File: src/hw/rtl/tcfd_pkg.sv
// Shared types, constants and the byte-wide CRC-32 update for the deframer.
// Used by tcfd_parser, tcfd_out_fifo and text_and_crc_frame_deframer_core.
// No dependencies.
package tcfd_pkg;

  localparam logic [7:0]  SOH_BYTE = 8'h01;
  localparam logic [31:0] CRC_POLY = 32'hEDB8_8320;
  localparam logic [31:0] CRC_INIT = 32'hFFFF_FFFF;

  // Header position codes: count of header bytes seen, SOH included
  localparam logic [3:0] HDR_TEXT    = 4'd0;
  localparam logic [3:0] HDR_ID_HI   = 4'd1;
  localparam logic [3:0] HDR_ID_LO   = 4'd2;
  localparam logic [3:0] HDR_LEN_HI  = 4'd3;
  localparam logic [3:0] HDR_LEN_LO  = 4'd4;
  localparam logic [3:0] HDR_CRC_B3  = 4'd5;
  localparam logic [3:0] HDR_CRC_B2  = 4'd6;
  localparam logic [3:0] HDR_CRC_B1  = 4'd7;
  localparam logic [3:0] HDR_CRC_B0  = 4'd8;

  // Output kinds
  localparam logic KIND_TEXT    = 1'b0;
  localparam logic KIND_PAYLOAD = 1'b1;

  // Packed result word: 105 field bits, padded to 14 bytes
  localparam int OUT_DATA_W = 112;

  typedef struct packed {
    logic        kind;
    logic [7:0]  data_byte;
    logic        frame_end;
    logic [15:0] frame_id;
    logic [15:0] frame_len;
    logic [31:0] received_crc;
    logic [31:0] computed_crc;
    logic        crc_ok;
  } res_t;

  // Output queue status toward the input side
  typedef struct packed {
    logic full;
    logic empty;
  } fifo_stat_t;

  // Reflected CRC-32, one byte (eight shift steps of XOR logic)
  function automatic logic [31:0] crc32_byte(input logic [31:0] crc_in,
                                             input logic [7:0]  b);
    logic [31:0] c;
    c = crc_in ^ {24'd0, b};
    for (int i = 0; i < 8; i++) begin
      if (c[0]) begin
        c = (c >> 1) ^ CRC_POLY;
      end else begin
        c = c >> 1;
      end
    end
    return c;
  endfunction

endpackage

File: src/hw/rtl/text_and_crc_frame_deframer_core.sv
// Top level of the SOH-framed text/payload deframer with CRC-32 check.
// Instantiates tcfd_parser and tcfd_out_fifo; depends on tcfd_pkg.
//
// Usage:
//   Input stream (in_*): one received serial byte per request in
//   in_tdata[7:0]. Text bytes pass straight out; an SOH (0x01) opens a
//   9-byte header (SOH, id, length, CRC, big-endian) that produces no
//   output; the stated number of payload bytes then pass out with the
//   header fields attached, and the last one carries tlast, the computed
//   CRC-32 (reflected IEEE) and the check flag.
//   Output stream (out_*): one request per text or payload byte. tuser is
//   the kind (0 text, 1 payload), tlast marks the end of a frame.
// Timing:
//   Path from input request to out_tvalid: the input register, then the
//   parser step that writes the result queue. Throughput is one byte per
//   cycle while the queue has room; the byte-wide CRC update and the header
//   bookkeeping sit in the single parser stage.
// Reset (rst_n low, synchronous): text mode, CRC register all ones, the
//   input register and the 2-entry result queue empty.
// Stall: when out_tready is low results collect in the 2-entry queue;
//   once it is full the input register holds, and in_tready drops while
//   it is occupied. Header bytes still need a free queue slot to be taken.
module text_and_crc_frame_deframer_core
  import tcfd_pkg::*;
(
  input  logic                  clk,
  input  logic                  rst_n,
  input  logic                  in_tvalid,
  output logic                  in_tready,
  input  logic [7:0]            in_tdata,   // [7:0] rx_byte
  output logic                  out_tvalid,
  input  logic                  out_tready,
  // [7:0] out_byte, [23:8] frame_id, [39:24] frame_len,
  // [71:40] received_crc, [103:72] computed_crc, [104] crc_ok, rest zero
  output logic [OUT_DATA_W-1:0] out_tdata,
  output logic                  out_tuser,  // [0] out_kind
  output logic                  out_tlast   // frame_end
);

  logic       s1_v_r, s1_v_nxt;
  logic [7:0] s1_byte_r;
  logic       in_acc;
  logic       advance;
  logic       res_valid;
  res_t       res;
  res_t       head;
  fifo_stat_t fstat;
  logic       pop;

  // Input register: moves into the parser whenever the queue has room
  assign advance   = s1_v_r && !fstat.full;
  assign in_tready = !s1_v_r || !fstat.full;
  assign in_acc    = in_tvalid && in_tready;

  always_comb begin
    s1_v_nxt = s1_v_r;
    if (in_acc) begin
      s1_v_nxt = 1'b1;
    end else if (advance) begin
      s1_v_nxt = 1'b0;
    end
  end

  always_ff @(posedge clk) begin
    if (!rst_n) begin
      s1_v_r <= 1'b0;
    end else begin
      s1_v_r <= s1_v_nxt;
    end
  end

  always_ff @(posedge clk) begin
    if (in_acc) begin
      s1_byte_r <= in_tdata;
    end
  end

  tcfd_parser u_parser (
    .clk       (clk),
    .rst_n     (rst_n),
    .step_en   (advance),
    .rx_byte   (s1_byte_r),
    .res_valid (res_valid),
    .res       (res)
  );

  assign pop = out_tvalid && out_tready;

  tcfd_out_fifo u_fifo (
    .clk       (clk),
    .rst_n     (rst_n),
    .push      (advance && res_valid),
    .push_data (res),
    .pop       (pop),
    .head      (head),
    .stat      (fstat)
  );

  // Output packing
  assign out_tvalid = !fstat.empty;
  assign out_tuser  = head.kind;
  assign out_tlast  = head.frame_end;
  assign out_tdata  = {7'd0, head.crc_ok, head.computed_crc, head.received_crc,
                       head.frame_len, head.frame_id, head.data_byte};

  // Checks
  a_end_is_payload: assert property (@(posedge clk) disable iff (!rst_n)
    out_tvalid && out_tlast |-> out_tuser == KIND_PAYLOAD)
    else $error("frame end on a text result");

  a_ok_only_at_end: assert property (@(posedge clk) disable iff (!rst_n)
    out_tvalid && out_tdata[104] |-> out_tlast)
    else $error("crc_ok outside frame end");

  a_text_clean: assert property (@(posedge clk) disable iff (!rst_n)
    out_tvalid && out_tuser == KIND_TEXT |-> out_tdata[104:8] == '0)
    else $error("text result carries header fields");

  a_reset_empty: assert property (@(posedge clk)
    !rst_n |=> !out_tvalid && in_tready)
    else $error("queue not empty after reset");

endmodule

File: src/hw/rtl/tcfd_parser.sv
// Frame parser: header/payload state, held header fields and running CRC.
// Produces zero or one result per stepped byte. Depends on tcfd_pkg.
module tcfd_parser
  import tcfd_pkg::*;
(
  input  logic       clk,
  input  logic       rst_n,
  input  logic       step_en,
  input  logic [7:0] rx_byte,
  output logic       res_valid,
  output res_t       res
);

  logic [3:0]  hdr_pos_r, hdr_pos_nxt;
  logic        in_pay_r, in_pay_nxt;
  logic [15:0] id_r, id_nxt;
  logic [15:0] len_r, len_nxt;
  logic [31:0] hcrc_r, hcrc_nxt;
  logic [15:0] cnt_r, cnt_nxt;
  logic [31:0] crc_r, crc_nxt;

  logic [31:0] crc_upd;
  logic [15:0] cnt_inc;
  logic [31:0] computed;

  assign crc_upd  = crc32_byte(crc_r, rx_byte);
  assign cnt_inc  = cnt_r + 16'd1;
  assign computed = ~crc_upd;

  // Next state and result for one byte
  always_comb begin
    hdr_pos_nxt = hdr_pos_r;
    in_pay_nxt  = in_pay_r;
    id_nxt      = id_r;
    len_nxt     = len_r;
    hcrc_nxt    = hcrc_r;
    cnt_nxt     = cnt_r;
    crc_nxt     = crc_r;
    res_valid   = 1'b0;
    res         = '0;
    res.data_byte = rx_byte;

    if (in_pay_r) begin
      // payload byte
      crc_nxt          = crc_upd;
      cnt_nxt          = cnt_inc;
      res_valid        = 1'b1;
      res.kind         = KIND_PAYLOAD;
      res.frame_id     = id_r;
      res.frame_len    = len_r;
      res.received_crc = hcrc_r;
      if (cnt_inc == len_r) begin
        res.frame_end    = 1'b1;
        res.computed_crc = computed;
        res.crc_ok       = (computed != 32'd0) && (computed == hcrc_r);
        in_pay_nxt  = 1'b0;
        hdr_pos_nxt = HDR_TEXT;
        id_nxt      = '0;
        len_nxt     = '0;
        hcrc_nxt    = '0;
        cnt_nxt     = '0;
        crc_nxt     = CRC_INIT;
      end
    end else if (hdr_pos_r == HDR_TEXT) begin
      // text mode: SOH opens a header, anything else passes through
      if (rx_byte == SOH_BYTE) begin
        hdr_pos_nxt = HDR_ID_HI;
      end else begin
        res_valid = 1'b1;
        res.kind  = KIND_TEXT;
      end
    end else begin
      // header bytes, big-endian
      case (hdr_pos_r)
        HDR_ID_HI:  id_nxt   = {rx_byte, id_r[7:0]};
        HDR_ID_LO:  id_nxt   = {id_r[15:8], rx_byte};
        HDR_LEN_HI: len_nxt  = {rx_byte, len_r[7:0]};
        HDR_LEN_LO: len_nxt  = {len_r[15:8], rx_byte};
        HDR_CRC_B3: hcrc_nxt = {rx_byte, hcrc_r[23:0]};
        HDR_CRC_B2: hcrc_nxt = {hcrc_r[31:24], rx_byte, hcrc_r[15:0]};
        HDR_CRC_B1: hcrc_nxt = {hcrc_r[31:16], rx_byte, hcrc_r[7:0]};
        default:    hcrc_nxt = {hcrc_r[31:8], rx_byte};
      endcase
      hdr_pos_nxt = hdr_pos_r + 4'd1;
      if (hdr_pos_r >= HDR_CRC_B0) begin
        hdr_pos_nxt = HDR_TEXT;
        cnt_nxt     = '0;
        crc_nxt     = CRC_INIT;
        if (len_nxt != 16'd0) begin
          in_pay_nxt = 1'b1;
        end else begin
          // empty frame is dropped silently
          id_nxt   = '0;
          hcrc_nxt = '0;
        end
      end
    end
  end

  always_ff @(posedge clk) begin
    if (!rst_n) begin
      hdr_pos_r <= HDR_TEXT;
      in_pay_r  <= 1'b0;
      id_r      <= '0;
      len_r     <= '0;
      hcrc_r    <= '0;
      cnt_r     <= '0;
      crc_r     <= CRC_INIT;
    end else if (step_en) begin
      hdr_pos_r <= hdr_pos_nxt;
      in_pay_r  <= in_pay_nxt;
      id_r      <= id_nxt;
      len_r     <= len_nxt;
      hcrc_r    <= hcrc_nxt;
      cnt_r     <= cnt_nxt;
      crc_r     <= crc_nxt;
    end
  end

endmodule

File: src/hw/rtl/tcfd_out_fifo.sv
// Two-entry result queue that decouples the parser from the output stall.
// Depends on tcfd_pkg.
module tcfd_out_fifo
  import tcfd_pkg::*;
(
  input  logic       clk,
  input  logic       rst_n,
  input  logic       push,
  input  res_t       push_data,
  input  logic       pop,
  output res_t       head,
  output fifo_stat_t stat
);

  res_t       mem [2];
  logic       wr_ptr_r, wr_ptr_nxt;
  logic       rd_ptr_r, rd_ptr_nxt;
  logic [1:0] cnt_r, cnt_nxt;

  assign stat.full  = (cnt_r == 2'd2);
  assign stat.empty = (cnt_r == 2'd0);
  assign head       = mem[rd_ptr_r];

  // Pointer and fill count update
  always_comb begin
    wr_ptr_nxt = push ? ~wr_ptr_r : wr_ptr_r;
    rd_ptr_nxt = pop  ? ~rd_ptr_r : rd_ptr_r;
    cnt_nxt    = cnt_r + {1'b0, push} - {1'b0, pop};
  end

  always_ff @(posedge clk) begin
    if (!rst_n) begin
      wr_ptr_r <= 1'b0;
      rd_ptr_r <= 1'b0;
      cnt_r    <= 2'd0;
    end else begin
      wr_ptr_r <= wr_ptr_nxt;
      rd_ptr_r <= rd_ptr_nxt;
      cnt_r    <= cnt_nxt;
    end
  end

  // Storage
  always_ff @(posedge clk) begin
    if (push) begin
      mem[wr_ptr_r] <= push_data;
    end
  end

endmodule
File: config.mk
export PLATFORM = sky130hd
export DESIGN_NAME = text_and_crc_frame_deframer_core
export DESIGN_NICKNAME = d
export VERILOG_FILES = /design/src/hw/rtl/tcfd_pkg.sv /design/src/hw/rtl/text_and_crc_frame_deframer_core.sv /design/src/hw/rtl/tcfd_parser.sv /design/src/hw/rtl/tcfd_out_fifo.sv
export SDC_FILE = /design/constraint.sdc
export NUM_CORES = 1
export LEC_CHECK = 0
export ABC_AREA = 1
export BUFFER_PORTS_ARGS = -buffer_cell sky130_fd_sc_hd__buf_2
export CAP_MARGIN = 15
export CORE_ASPECT_RATIO = 0.6
export CORE_MARGIN = 2
export CORE_UTILIZATION = 45
export CTS_BUF_LIST = sky130_fd_sc_hd__clkbuf_8
export DETAILED_ROUTE_END_ITERATION = 12
export PLACE_DENSITY = 0.72
export SLEW_MARGIN = 20
export SYNTH_ARGS = -nofsm -noshare
export SYNTH_HDL_FRONTEND = slang
export SYNTH_HIERARCHICAL = 1
export SYNTH_SLANG_ARGS = --single-unit
File: constraint.sdc
create_clock -name clk -period 8.3 [get_ports clk]
set_input_delay 0.415 -clock clk [delete_from_list [all_inputs] [get_ports clk]]
set_output_delay 0.415 -clock clk [all_outputs]
set_load 0.02 [all_outputs]
==> qor.txt, run 1 <==
vias in the first global route - 14290
setup violators final - 0
fin cells - 2818
Post-Syn Area - 18070 µm²
Main synth FF type - edfxtp_1
Die W - 262.7 µm
Synth Area in XOR/XNOR - 0.9970%
PnR worst setup slack - 4.214 ns
post-synthesis compound-gate area fraction - 5.082%
setup tns final - 0 ns
Root Buffer - clkbuf_8
sequential fraction of the synthesis area - 50.52%
critical setup path kind - flop to flop
worst r2r dst - u_fifo/mem[0][75]
slew margin rel. - 30.33%
simple-gate share of the synthesized area - 26.01%
RSZ-0062 raised after global routing - false
Cell Area, Placed - 18930 µm²
Reg2Reg Launch Point - s1_byte_r[7]
Final nets - 2272
top-area cell type share of the netlist area - 36.89%
initial cell density of the core - 45.97%
largest fanout on the critical path - 49
crit start category - flop
Core Util, Final - 51.13%
total number of yosys warnings - 6
layout cell share with drive strength beyond 1 - 16.51%
Die Y - 159.2 µm
reg2reg path depth - 9
most frequent cells in the layout - 633 x nand2_1, 301 x inv_1, 222 x edfxtp_1
gp weighted congestion - 1.057
final hold violation count - 0
Worst Tran Pin Value - 1.044 ns
placed cells - 2711
largest net degree at the start of global routing - 86
grt ovf - 0
first-pass GRT wire length - 84.77 mm
Routed WL - 55.52 mm
period utilisation layout - 49.23%
min cycle time layout - 4.087 ns
Setup Fix Bufs, Post-CTS - 0
VDD IR max - 152.5 µV
Mapped Cells - 2151
remaining antenna violation count after routing - 0
post-synthesis adder-cell area fraction - 0.5539%
post-CTS resize count - 0
DP HPWL - 38.46 mm
CTS tree - yes
largest cells by area after synthesis - edfxtp_1 37%, dfxtp_1 14%, nand2_1 13%
cts bufs inserted - 53
DR WL/cell - 19.70 µm
max-slew violation count - 0
Fillers - 3714
I/O Buffers - 120
worst skew pair latency - 0.64 ns
worst hold stages - 3
Vias - 15380
Hold Path Origin - in_tvalid
asr flop ratio synth - 0%
H-Tree Depth - 2
Core ar. - 39310 µm²
Avg Inst Size Synth - 8.401 µm²
full die area - 41830 µm²
CTS max path bufs - 3
worst hold-check path type - input pin to flop
P_leak - 0.009252 µW
initial antenna violation count - 0
Num Clock Sinks - 345
All-Layer GR Usage - 26.01%
post-synth top area cell - edfxtp_1
Core Rows - 56
final instance area - 20100 µm²
Worst setup EP type - flop
initial drt markers - 2141
Post-synth EDFFs - 222
via/cell ratio - 5.457
MaxCap Viol Count - 0
main combinational cell family by area after synthesis - simple AND/OR/NAND/NOR gates
synth unique cells - 44
iteration count of the initial detailed-routing pass - 7
worst hold path endpoint - s1_v_r
status - finished clean
pre-CTS setup slack - 4.291 ns
Area Growth Syn to Fin - 11.22%
FF+latch count, synth - 345
Max Clock Freq - 0.2447 GHz
PwrDens - 288.1 nW/µm²
skew final - 0.02991 ns
post-synthesis mux area share - 7.291%
drt drc - 0
# diodes - 0
Worst Path Arrival - 4.34 ns
IO Pins - 128
R2R Setup Slk - 4.21 ns
Worst Path Required - 8.55 ns
clock-pin slew on the worst setup and hold paths - 0.07 ns
commonest non-fill, non-tap cell in the layout - nand2_1
[critical path, stage by stage, from the launching register on]
cell and delay (ns):
edfxtp_1 0.56, clkinv_1 0.43, nand4_1 0.24, nor2_1 0.05, o21ai_0 0.18, and3_1 0.28
inv_1 0.10, nor2_4 0.53, buf_4 0.58, buf_4 0.64
[power breakdown]
part	leakage, µW	switching [µW]	internal, µW	total, µW
clock	0.000614	723	773	1500
sequential	0.00306	164	2060	2220
combinational	0.00558	1410	658	2070
[per-layer routing]
| metal | vias up | global-route usage (%) | routed length, µm |
|---|---|---|---|
| met4 | 0 | 6.217 | 1147 |
| met5 | - | 0 | 0 |
| met3 | 98 | 9.388 | 7451 |
| met2 | 823 | 33.45 | 20920 |
| met1 | 7262 | 40.46 | 26010 |
| li1 | 7194 | - | - |
[through the flow]
step	hold WS, ns	total power, µW
floorplan	0.4546	3666
global placement	0.4695	4252
detailed placement	0.4810	4263
CTS	0.06640	5768
global route	0.09580	6093
finish	0.09737	5790
[cell usage after synthesis, types with 3 or more instances]
cell type and instances:
xnor2_1 7, buf_2 24, nand3_1 144, o211ai_1 25, mux2_4 30, buf_6 10
clkinv_1 5, o21ai_0 61, nor2_2 9, nor3_1 3, inv_1 289, inv_2 9
ha_1 8, nor2_4 4, a21oi_1 24, nand3b_1 8, xor2_1 11, clkbuf_1 32
nand4_1 66, nand2_2 20, edfxtp_1 222, nand2_1 633, buf_4 22, buf_1 18
o21a_1 3, dfxtp_1 123, o22ai_1 40, nor2_1 206, mux2_2 77
[state kept, by name, summed over array words and instances (netlist names), named ones only]
name,flops
u_parser/cnt_r,16
u_parser/crc_r,32
u_parser/hcrc_r,32
s1_v_r,1
u_parser/in_pay_r,1
u_fifo/mem,214
u_fifo/wr_ptr_r,1
u_parser/len_r,16
u_fifo/rd_ptr_r,1
u_fifo/cnt_r,2
u_parser/id_r,16
u_parser/hdr_pos_r,4
s1_byte_r,8
[kinds of logic after synthesis]
kind of cell	after synthesis
adder cells (fa/ha/maj)	8
AO/OA/AOI/OAI	157
XOR/XNOR	19
buffers and inverters	409
multiplexers	107
other	1
flip-flops	345
AND/OR/NAND/NOR	1105
[repair_timing]
item / 4_1_cts / 5_1_grt
hold buffers: 8 / 0
setup endpoints to repair: 0 / 0
hold endpoints to repair: 8 / 0
[final cells by class]
cell class	count	area (µm²)	share of cell area (%)
timing repair buffer	146	815.8	4.059
inverter	303	1140	5.671
clock buffer	54	743.2	3.698
multi-input combinational	1403	7264	36.15
tap	522	653.1	3.250
clock inverter	45	347.8	1.731
sequential	345	9134	45.45
[how the worst max path moves through the flow]
stage	cells past startpoint	slack, ns	start	endpoint
final	9	4.21	s1_byte_r[7]	u_fifo/mem[0][75]
after CTS	9	4.27	s1_byte_r[7]	u_fifo/mem[0][68]
after global routing	9	4.02	s1_byte_r[7]	u_fifo/mem[0][68]
after floorplan	9	2.00	u_parser/hdr_pos_r[0]	u_fifo/mem[0][0]
after detailed placement	9	4.29	s1_byte_r[7]	u_fifo/mem[0][75]
after global placement	13	4.37	u_parser/cnt_r[0]	u_fifo/mem[0][31]
Note: power is estimated with default switching activity, not from simulation.
==> run 2: changes to the inputs <==
ABC_AREA = 0   (was 1)
PLACE_DENSITY = 0.73   (was 0.72)
clock period = 3.8 ns   (was 8.3 ns; I/O delays follow)
==> run 2 against run 1 <==
First-iteration DRC count decreased by 36%; critical path type unchanged; core utilization increased by 0.97 points; global-route usage decreased by 4.6 points; clock power rose by 93%.
==> qor.txt, run 2 <==
Mapped Cells - 1345
total number of yosys warnings - 6
reg2reg path depth - 8
largest cells by area after synthesis - edfxtp_1 41%, dfxtp_1 15%, mux2_2 5.4%
Main synth FF type - edfxtp_1
final instance area - 18380 µm²
post-synth top area cell - edfxtp_1
setup violators final - 0
placed cells - 1874
clock-pin slew on the worst setup and hold paths - 0.07 ns
Critical Path Start - u_parser/cnt_r[0]
clock power share - 30.0%
most frequent cells in the layout - 222 x edfxtp_1, 121 x dfxtp_1, 120 x buf_2
VDD IR max - 438.3 µV
grt ovf - 0
Worst Path Arrival - 3.95 ns
Post-Syn Area - 16230 µm²
Worst Tran Pin Value - 0.9707 ns
commonest non-fill, non-tap cell in the layout - edfxtp_1
vias in the first global route - 10240
Post-synth EDFFs - 222
Psw - 3017 µW
iteration count of the initial detailed-routing pass - 5
layout cell share with drive strength beyond 1 - 24.74%
PwrDens - 523.5 nW/µm²
Area Growth Syn to Fin - 13.23%
Routed WL - 40.71 mm
CTS tree - yes
largest net degree at the start of global routing - 109
Biggest register - u_fifo/mem
max reg flops - 214
CP top delay family - simple AND/OR/NAND/NOR gates
R2R Setup Slk - 0.26 ns
first-pass GRT wire length - 61.53 mm
crit start category - flop
CTS max path bufs - 3
P_leak - 0.006829 µW
min cycle time layout - 3.545 ns
Vias - 11020
synth unique cells - 82
Num Clock Sinks - 345
worst hold-check path type - input pin to flop
pre-CTS setup slack - 0.2729 ns
combinational power share - 25.8%
internal power - 6605 µW
status - finished clean
CP bufs+invs - 1
Final nets - 1490
H-Tree Depth - 2
Die W - 249.2 µm
I/O Buffers - 120
Seq pwr share - 44.2%
asr flop ratio synth - 0%
slew margin rel. - 35.29%
FF+latch count, synth - 345
sequential fraction of the synthesis area - 56.24%
Root Buffer - clkbuf_8
initial antenna violation count - 2
Max Clock Freq - 0.2821 GHz
most frequent cell after synthesis - edfxtp_1
top-area cell type share of the netlist area - 41.07%
initial drt markers - 1375
skew final - 0.03181 ns
critical setup path kind - flop to flop
largest fanout on the critical path - 35
initial cell density of the core - 46.01%
Setup crit end - u_fifo/mem[0][32]
Worst setup EP type - flop
DP HPWL - 27.53 mm
full die area - 37660 µm²
worst r2r dst - u_fifo/mem[0][32]
Reg2Reg Launch Point - u_parser/cnt_r[0]
Worst path max stage delay - 0.48 ns
Core Rows - 53
IO Pins - 128
post-CTS resize count - 0
max-slew violation count - 0
Crit-path slowest cell - a311oi_2
Avg Inst Size Synth - 12.07 µm²
remaining antenna violation count after routing - 0
Commonest cells post-synth - 222 x edfxtp_1, 123 x dfxtp_1, 113 x nand2_1, 95 x nor2_1, 78 x mux2_2
gp weighted congestion - 0.9957
number of cells on the critical path - 8
worst skew pair latency - 0.62 ns
DR WL/cell - 20.56 µm
cts bufs inserted - 50
top flop regs - u_fifo/mem x214, u_parser/crc_r x32, u_parser/hcrc_r x32
MaxCap Viol Count - 0
drt drc - 0
Sw Share - 31.36%
via/cell ratio - 5.566
Worst Path Required - 4.20 ns
PnR worst setup slack - 0.2553 ns
RSZ-0062 raised after global routing - false
fin cells - 1980
Core Util, Final - 52.10%
Core ar. - 35280 µm²
final hold violation count - 0
setup tns final - 0 ns
Die Y - 151.1 µm
All-Layer GR Usage - 21.38%
Cell Area, Placed - 17270 µm²
period utilisation layout - 93.28%
worst-path cell chain - ha_1 > nand3_2 > or3_1 > a2111o_1 > a311oi_2 > nand4_1 > buf_4 > nor2_1
[run 2: kinds of logic after synthesis]
| logic type | synth area share (%) |
|---|---|
| AND/OR/NAND/NOR | 14.72 |
| flip-flops | 56.24 |
| AO/OA/AOI/OAI | 7.069 |
| XOR/XNOR | 9.335 |
| multiplexers | 8.556 |
| buffers and inverters | 3.446 |
| adder cells (fa/ha/maj) | 0.6167 |
| other | 0.02310 |
[run 2: power by group through the flow]
stage               clock (µW)  sequential [µW]  combinational [µW]
global route              3120             4270                2620
detailed placement           0             4340                2450
floorplan                    0             4320                1780
CTS                       2960             4260                2470
global placement             0             4320                2440
finish                    2890             4250                2480
[run 2: area by class of cell]
type                    count  area [µm²]
diodes                      1       2.502
clock buffers              56       770.7
clock inverters            38       203.9
fillers                  3056       16900
inverters                  17       63.81
multi-input cells         892        6604
flip-flops and latches    345        9134
well taps                 467       584.3
repair buffers            164        1016
[run 2: worst min-delay path: cells and delay by family]
family,cells,cell delay [ns]
buf+inv,2,0.33
simple gates,1,0.16
[run 2: per-stage QoR]
stage               hold slack, ns  total power [µW]
floorplan                   0.2889              6106
global placement            0.3727              6767
detailed placement          0.3772              6789
CTS                        0.07681              9692
global route                0.1377             10010
finish                      0.1198              9622
[run 2: what timing repair did]
| item | CTS | global route |
|---|---|---|
| setup buffers | 0 | 2 |
| hold buffers | 9 | 0 |
| setup endpoints to repair | 0 | 8 |
| endpoints found under the hold margin | 9 | 0 |
[run 2: worst min-delay path by stage]
| stage | startpoint | slack [ns] | to | cells after the start |
|---|---|---|---|---|
| global placement | in_tdata[0] | 0.37 | s1_byte_r[0] | 1 |
| CTS | rst_n | 0.08 | u_parser/cnt_r[7] | 3 |
| global route | rst_n | 0.14 | u_parser/cnt_r[1] | 3 |
| floorplan | in_tdata[0] | 0.29 | s1_byte_r[0] | 0 |
| detailed placement | in_tdata[0] | 0.38 | s1_byte_r[0] | 1 |
| finish | rst_n | 0.12 | u_parser/cnt_r[7] | 3 |
[run 2: routing by layer]
metal | GRT usage (%) | up-vias | wire length [µm]
met1 | 33.93 | 5342 | 19600
met3 | 5.894 | 47 | 4403
met4 | 4.398 | 0 | 508
met2 | 28.48 | 557 | 16200
li1 | - | 5074 | -
met5 | 0 | - | 0
